**src/design/mbe_pkg.sv**
```systemverilog
// package for the multiset bag engine
// sizes, command and status codes, and the result record; no dependencies
package mbe_pkg;

  localparam int DEPTH       = 64;
  localparam int VALUE_WIDTH = 32;
  localparam int ADDR_W      = (DEPTH > 1) ? $clog2(DEPTH) : 1;
  localparam int CNT_W       = $clog2(DEPTH + 1);
  localparam int CMD_W       = 2;
  localparam int IN_W        = 32;
  localparam int OUT_W       = 7;

  typedef enum logic [CMD_W-1:0] {
    CMD_INSERT     = 2'd0,
    CMD_REMOVE_ALL = 2'd1,
    CMD_REMOVE_ONE = 2'd2,
    CMD_COUNT      = 2'd3
  } cmd_t;

  localparam logic STATUS_DONE = 1'b0;
  localparam logic STATUS_FULL = 1'b1;

  typedef struct packed {
    logic             status;
    logic [OUT_W-1:0] match_count;
    logic             found;
    logic [OUT_W-1:0] occupancy;
    logic             is_empty;
  } result_t;

endpackage

```
**src/design/mbe_ram.sv**
```systemverilog
// generic single-clock ram, one write port and one registered read port
// no dependencies
module mbe_ram #(
  parameter int WIDTH = 32,
  parameter int DEPTH = 64,
  localparam int AW = (DEPTH > 1) ? $clog2(DEPTH) : 1
) (
  input  logic             clk,
  input  logic             we,
  input  logic [AW-1:0]    waddr,
  input  logic [WIDTH-1:0] wdata,
  input  logic [AW-1:0]    raddr,
  output logic [WIDTH-1:0] rdata
);

  logic [WIDTH-1:0] mem [DEPTH];

  always_ff @(posedge clk) begin
    if (we) begin
      mem[waddr] <= wdata;
    end
    rdata <= mem[raddr];
  end

endmodule

```
**src/design/mbe_scan.sv**
```systemverilog
// scan engine: walks the stored entries once per command, counts matches,
// compacts the store on removal and appends on insert; uses mbe_pkg, mbe_ram
module mbe_scan (
  input  logic                          clk,
  input  logic                          rst,
  input  logic                          cmd_valid,
  output logic                          cmd_ready,
  input  mbe_pkg::cmd_t                 cmd,
  input  logic [mbe_pkg::VALUE_WIDTH-1:0] key_in,
  output logic                          res_valid,
  input  logic                          res_ready,
  output mbe_pkg::result_t              res
);
  import mbe_pkg::*;

  typedef enum logic [1:0] {
    ST_IDLE = 2'b01,
    ST_SCAN = 2'b10
  } state_t;

  state_t                 state, state_next;
  cmd_t                   op;
  logic [VALUE_WIDTH-1:0] key;
  logic [CNT_W-1:0]       cnt, cnt_next;
  logic [CNT_W-1:0]       rd_idx, rd_idx_next;
  logic [CNT_W-1:0]       wr_idx, wr_idx_next;
  logic [CNT_W-1:0]       hits, hits_next;
  logic                   pend, pend_next;
  logic                   dropped, dropped_next;

  logic                   we;
  logic [ADDR_W-1:0]      waddr;
  logic [VALUE_WIDTH-1:0] wdata;
  logic [VALUE_WIDTH-1:0] rdata;

  logic issue, finish, hit, drop, removing, full, accept;
  logic [CNT_W-1:0] hits_tot;
  logic [CNT_W-1:0] new_cnt;
  logic [CNT_W-1:0] mc;

  mbe_ram #(
    .WIDTH(VALUE_WIDTH),
    .DEPTH(DEPTH)
  ) u_ram (
    .clk  (clk),
    .we   (we),
    .waddr(waddr),
    .wdata(wdata),
    .raddr(rd_idx[ADDR_W-1:0]),
    .rdata(rdata)
  );

  assign cmd_ready = (state == ST_IDLE);
  assign accept    = cmd_valid && cmd_ready;
  assign removing  = (op == CMD_REMOVE_ALL) || (op == CMD_REMOVE_ONE);
  assign full      = (cnt == CNT_W'(DEPTH));
  assign issue     = (state == ST_SCAN) && (rd_idx < cnt);
  assign finish    = (state == ST_SCAN) && !issue && !pend && res_ready;
  assign hit       = pend && (rdata == key);
  assign drop      = hit && ((op == CMD_REMOVE_ALL) ||
                             ((op == CMD_REMOVE_ONE) && !dropped));
  assign hits_tot  = hits;

  // compaction writes land at or below slots already read
  always_comb begin
    we    = 1'b0;
    waddr = wr_idx[ADDR_W-1:0];
    wdata = rdata;
    if (finish) begin
      waddr = cnt[ADDR_W-1:0];
      wdata = key;
      we    = (op == CMD_INSERT) && !full;
    end else if (pend && !drop && removing) begin
      we = 1'b1;
    end
  end

  always_comb begin
    new_cnt = wr_idx;
    if ((op == CMD_INSERT) && !full) begin
      new_cnt = cnt + CNT_W'(1);
    end
    case (op)
      CMD_INSERT:     mc = full ? '0 : CNT_W'(1);
      CMD_REMOVE_ONE: mc = CNT_W'(hits_tot != '0);
      CMD_REMOVE_ALL: mc = hits_tot;
      CMD_COUNT:      mc = hits_tot;
      default:        mc = '0;
    endcase
    res.status      = ((op == CMD_INSERT) && full) ? STATUS_FULL : STATUS_DONE;
    res.match_count = OUT_W'(mc);
    res.found       = (hits_tot != '0);
    res.occupancy   = OUT_W'(new_cnt);
    res.is_empty    = (new_cnt == '0);
  end

  assign res_valid = finish;

  always_comb begin
    state_next   = state;
    cnt_next     = cnt;
    rd_idx_next  = rd_idx;
    wr_idx_next  = wr_idx;
    hits_next    = hits;
    pend_next    = issue;
    dropped_next = dropped;
    case (state)
      ST_IDLE: begin
        if (accept) begin
          state_next   = ST_SCAN;
          rd_idx_next  = '0;
          wr_idx_next  = '0;
          hits_next    = '0;
          dropped_next = 1'b0;
          pend_next    = 1'b0;
        end
      end
      ST_SCAN: begin
        if (issue) begin
          rd_idx_next = rd_idx + CNT_W'(1);
        end
        if (hit) begin
          hits_next = hits + CNT_W'(1);
        end
        if (drop) begin
          dropped_next = 1'b1;
        end
        if (pend && !drop) begin
          wr_idx_next = wr_idx + CNT_W'(1);
        end
        if (finish) begin
          cnt_next   = new_cnt;
          state_next = ST_IDLE;
        end
      end
      default: begin
        state_next = ST_IDLE;
      end
    endcase
  end

  always_ff @(posedge clk) begin
    if (rst) begin
      state <= ST_IDLE;
      cnt   <= '0;
      pend  <= 1'b0;
    end else begin
      state <= state_next;
      cnt   <= cnt_next;
      pend  <= pend_next;
    end
  end

  always_ff @(posedge clk) begin
    rd_idx  <= rd_idx_next;
    wr_idx  <= wr_idx_next;
    hits    <= hits_next;
    dropped <= dropped_next;
    if (accept) begin
      op  <= cmd;
      key <= key_in;
    end
  end

endmodule

```
**src/design/multiset_bag_engine_top.sv**
```systemverilog
// multiset bag engine top: transfer handshakes and the result register
// path from input transfer to result valid: the scan engine's pass over the stored entries, then the result register
// a new command is accepted only once the previous scan has finished, and each scan reads one entry
// per cycle from the single store memory
// reset clears the entry count and control; store contents stay undefined
// uses mbe_pkg and mbe_scan
module multiset_bag_engine_top (
  input  logic                     clk,
  input  logic                     rst,
  input  logic                     in_valid,
  output logic                     in_ready,
  input  logic [1:0]               cmd,
  input  logic [mbe_pkg::IN_W-1:0] item_value,
  output logic                     out_valid,
  input  logic                     out_ready,
  output logic                     status,
  output logic [mbe_pkg::OUT_W-1:0] match_count,
  output logic                     found,
  output logic [mbe_pkg::OUT_W-1:0] occupancy,
  output logic                     is_empty
);
  import mbe_pkg::*;

  logic    res_valid;
  logic    res_ready;
  result_t res;
  result_t res_q;

  mbe_scan u_scan (
    .clk      (clk),
    .rst      (rst),
    .cmd_valid(in_valid),
    .cmd_ready(in_ready),
    .cmd      (cmd_t'(cmd)),
    .key_in   (VALUE_WIDTH'(item_value)),
    .res_valid(res_valid),
    .res_ready(res_ready),
    .res      (res)
  );

  assign res_ready = !out_valid || out_ready;

  always_ff @(posedge clk) begin
    if (rst) begin
      out_valid <= 1'b0;
    end else if (res_ready) begin
      out_valid <= res_valid;
    end
  end

  always_ff @(posedge clk) begin
    if (res_valid && res_ready) begin
      res_q <= res;
    end
  end

  assign status      = res_q.status;
  assign match_count = res_q.match_count;
  assign found       = res_q.found;
  assign occupancy   = res_q.occupancy;
  assign is_empty    = res_q.is_empty;

endmodule
```
**config.mk**
```make
export PLATFORM = sky130hd
export DESIGN_NAME = multiset_bag_engine_top
export DESIGN_NICKNAME = d
export VERILOG_FILES = /design/src/design/mbe_pkg.sv /design/src/design/mbe_ram.sv /design/src/design/mbe_scan.sv /design/src/design/multiset_bag_engine_top.sv
export SDC_FILE = /design/constraint.sdc
export NUM_CORES = 2
export LEC_CHECK = 0
export BUFFER_PORTS_ARGS = -buffer_cell sky130_fd_sc_hd__buf_2
export CORE_ASPECT_RATIO = 1.25
export CORE_MARGIN = 2
export CORE_UTILIZATION = 45
export CTS_BUF_LIST = sky130_fd_sc_hd__clkbuf_4 sky130_fd_sc_hd__clkbuf_8 sky130_fd_sc_hd__clkbuf_16
export CTS_CLUSTER_SIZE = 30
export DETAILED_ROUTE_END_ITERATION = 7
export GPL_TIMING_DRIVEN = 0
export PLACE_DENSITY = 0.67
export SLEW_MARGIN = 5
export SYNTH_ARGS = -nofsm -noshare
export SYNTH_HDL_FRONTEND = slang
export SYNTH_SLANG_ARGS = --single-unit
```
**constraint.sdc**
```tcl
create_clock -name clk -period 6.6 [get_ports clk]
set_clock_uncertainty 0.1 [all_clocks]
set_input_delay 1.32 -clock clk [delete_from_list [all_inputs] [get_ports clk]]
set_output_delay 1.32 -clock clk [all_outputs]
set_load 0.01 [all_outputs]
```
==> reports/summary.md <==
* result of the run: finished, final reports clean
* reported net switching power: 0.007278 W
* pin slew with the least headroom to its limit: 1.406 ns
* root buffer cell: sky130_fd_sc_hd__clkbuf_16
* clock group share of total power: 38.6%
* fraction of power consumed by combinational cells: 9.3%
* dominant register cell in the synthesized netlist: sky130_fd_sc_hd__edfxtp_1
* height of the die: 482.7 µm
* area inside the core boundary: 182000 µm²
* leading cell type in the layout, fill and taps excluded: sky130_fd_sc_hd__edfxtp_1
* net switching share of the total power: 23.91%
* synthesis-to-layout area growth: 15.91%
* die area: 186800 µm²
* synthesized netlist net count: 3874
* Cell variety after synth: 53
* cell area after layout: 95630 µm²
* CP endpoint kind: register
* number of search-and-repair iterations in the first detailed-routing pass: 6
* number of DRC markers in iteration 0: 5549
* ranking of synthesized cells by area: sky130_fd_sc_hd__edfxtp_1 (77%), sky130_fd_sc_hd__mux4_2 (14%), sky130_fd_sc_hd__a22oi_1 (2.9%), sky130_fd_sc_hd__nand2_1 (1.3%), sky130_fd_sc_hd__dfxtp_1 (1.0%)
* DRC errors left: 0
* worst-skew pair later-pin latency: 0.87 ns
* final weighted congestion of routability-driven global placement: 0.9660
* initial antenna violation count: 22
* sequential power share: 52.0%
* CP Launch Type: register
* number of ports placed on the die boundary: 57
* maximum capacitance violations: 0
* worst-case vdd ir drop: 0.2961 mV
* # resized after CTS: 0
* Placement Rows: 175
* CP bufs+invs: 5
* buffers from clock root to sink, at most: 3
* Max Freq: 199.7 MHz
* htree depth: 4
* number of fillers in the final layout: 13800
* fraction of the core area covered by cells at the end of the flow: 52.56%
* data required time at the worst endpoint: 6.99 ns
* total detailed-routing wirelength: 224800 µm
* residual antenna-violating net count after detailed routing: 0
* count of mapped cells out of synthesis: 3820
* Power, Total: 0.03044 W
* data arrival time at the worst-slack endpoint: 5.40 ns
* final critical-path required period: 5.008 ns
* static leakage power: 30.15 nW
* first-pass GRT wire length: 312100 µm
* average vias per placed instance: 6.112
* final net count: 4282
* total standard cell area after synthesis: 82510 µm²
* buffers inserted by post-CTS timing repair: 0
* layout cells sized above 1: 28.10%
* Avg Cell Area, Syn: 21.60 µm²
* HP Class: reg -> reg
* cts-stage hold buffer count: 0
* period utilisation layout: 75.87%
* Final Hold Fails: 0
* Placed Cells incl. Taps: 6413
* post-synthesis cell type with the largest combined area: sky130_fd_sc_hd__edfxtp_1
* share of the synthesized area in the top cell type: 77.20%
* sequential fraction of the synthesis area: 78.24%
* number of clock sinks: 2164
* Yosys warning total: 0
* Vias: 41560
* commonest non-fill, non-tap cells in the layout: sky130_fd_sc_hd__edfxtp_1 (2121), sky130_fd_sc_hd__mux4_2 (512), sky130_fd_sc_hd__a22oi_1 (320), sky130_fd_sc_hd__nand2_1 (255), sky130_fd_sc_hd__clkbuf_16 (203)
* routed wirelength normalized by instance count: 33.06 µm
* setup repair after global routing missed its margin: false
* total global routing track utilization: 24.03%
* crit path max fanout: 64
* Post-synth EDFFs: 2121
* total clock buffers created by CTS: 202
* worst max-slew margin expressed relative to the limit: 4.393%
* CTS tree: built
* stage delay of the slowest cell on the critical path: 0.82 ns
* cell with the largest stage delay on the worst path: sky130_fd_sc_hd__buf_2
* P per Cell Area: 318.3 nW/µm²
* Placed Instance Area: 88870 µm²
* clock slew seen by the registers of the worst setup and hold paths: 0.07 ns
* Detail Placement HPWL: 152700 µm
* port buffer count: 55
* Synth async-reset ratio: 0%
* largest net degree at the start of global routing: 65
* Slew Viols, Final: 0
* internal power: 0.02316 W
* width of the chip: 387.0 µm
* cells along the critical path: clkbuf_1 > inv_1 > ha_1 > nor2_1 > o311ai_2 > nand2_1 > inv_1 > buf_2 > buf_2 > nand2_1 > nand2_4
* filler-free cell count of the finished design: 6800
* critical path class: reg -> reg
* cell class contributing the biggest share of worst-path delay: buffers and inverters
* number of flip-flops and latches in the synthesized netlist: 2164
* Setup Viol. Count Final: 0
* Initial Utilization: 45.34%
* total overflow reported by the global router: 0
* number of global-route vias before repair: 41710
-- tightest hold or removal path, cell delays in order, from the launching register on --
cell,delay [ns]
sky130_fd_sc_hd__dfxtp_1,0.37
sky130_fd_sc_hd__nand2_1,0.08
sky130_fd_sc_hd__a21oi_1,0.06
-- power groups by stage --
stage / clock network (W) / logic [W] / registers, W
3_5_place_dp: 0 / 0.00281 / 0.0161
3_3_place_gp: 0 / 0.00247 / 0.0163
5_1_grt: 0.0124 / 0.00293 / 0.0158
2_1_floorplan: 0 / 0.00131 / 0.0161
4_1_cts: 0.0119 / 0.00281 / 0.0158
6_report: 0.0118 / 0.00284 / 0.0158
-- sequential cells by signal (all words and copies together) (netlist names) --
signal / cells
u_scan.cnt: 7
u_scan.pend: 1
found: 1
u_scan.hits: 7
u_scan.wr_idx: 7
occupancy: 7
u_scan.u_ram.mem: 2048
u_scan.key: 32
u_scan.u_ram.rdata: 32
u_scan.op: 2
out_valid: 1
u_scan.rd_idx: 7
u_scan.state: 2
is_empty: 1
status: 1
u_scan.dropped: 1
match_count: 7
-- layout make-up --
class	count	area (µm²)	area share, %
Antenna cell	9	22.52	0.02355
Inverter	25	93.84	0.09813
Timing Repair Buffer	204	2648	2.769
Sequential cell	2164	64550	67.50
Clock inverter	119	1199	1.253
Clock buffer	259	5532	5.784
Buffer	212	894.6	0.9355
Multi-Input combinational cell	1419	17700	18.51
Tap cell	2389	2989	3.126
-- cells in the mapped netlist, types with 15 or more instances --
cell type / instances
sky130_fd_sc_hd__a21oi_1: 20
sky130_fd_sc_hd__a22oi_1: 320
sky130_fd_sc_hd__buf_1: 15
sky130_fd_sc_hd__buf_2: 63
sky130_fd_sc_hd__clkbuf_1: 132
sky130_fd_sc_hd__dfxtp_1: 43
sky130_fd_sc_hd__edfxtp_1: 2121
sky130_fd_sc_hd__ha_1: 16
sky130_fd_sc_hd__inv_1: 25
sky130_fd_sc_hd__mux4_2: 512
sky130_fd_sc_hd__nand2_1: 281
sky130_fd_sc_hd__nand3_1: 16
sky130_fd_sc_hd__nor2_1: 76
sky130_fd_sc_hd__nor3_1: 28
sky130_fd_sc_hd__o21ai_0: 19
sky130_fd_sc_hd__xnor2_1: 33
-- metrics by stage --
step                hold WS [ns]  setup TNS [ns]  worst slack (ns)
finish                    0.4614               0             1.592
global route              0.4734               0             1.387
CTS                       0.4539               0             1.708
detailed placement        0.4455               0             1.655
global placement          0.4432        -2320.90            -5.350
floorplan                 0.3741               0             1.075
-- logic make-up (layout without fill, tap and decap cells) --
| family | after synthesis | in the layout | share of synthesized area (%) |
|---|---|---|---|
| AO/OA/AOI/OAI | 387 | 387 | 3.486 |
| XOR/XNOR | 42 | 42 | 0.4459 |
| adder cells (fa/ha/maj) | 16 | 16 | 0.2426 |
| buffers and inverters | 237 | 819 | 1.187 |
| flip-flops | 2164 | 2164 | 78.24 |
| multiplexers | 516 | 516 | 14.03 |
| other | 0 | 9 | 0 |
| AND/OR/NAND/NOR | 458 | 458 | 2.370 |
-- worst paths after layout --
path | depth (start not counted) | slack (ns) | start | to
setup / recovery | 11 | 1.59 | u_scan.cnt[2] | u_scan.u_ram.mem[47][21]
hold / removal | 2 | 0.46 | u_scan.cnt[6] | u_scan.cnt[6]
setup reg to reg | 11 | 1.59 | u_scan.cnt[2] | u_scan.u_ram.mem[47][21]
hold reg to reg | 2 | 0.46 | u_scan.cnt[6] | u_scan.cnt[6]
-- per-layer routing --
metal | global-route usage (%) | share of wire, % | routed length [µm] | vias to the layer above
met4 | 11.07 | 4.8 | 10740 | 4
met5 | 0 | 0.015 | 34 | -
met1 | 30.92 | 37 | 83080 | 22100
met3 | 7.204 | 11 | 24600 | 397
met2 | 37.92 | 47 | 106300 | 2175
li1 | - | - | - | 16880
(Power assumes the default switching activity.)
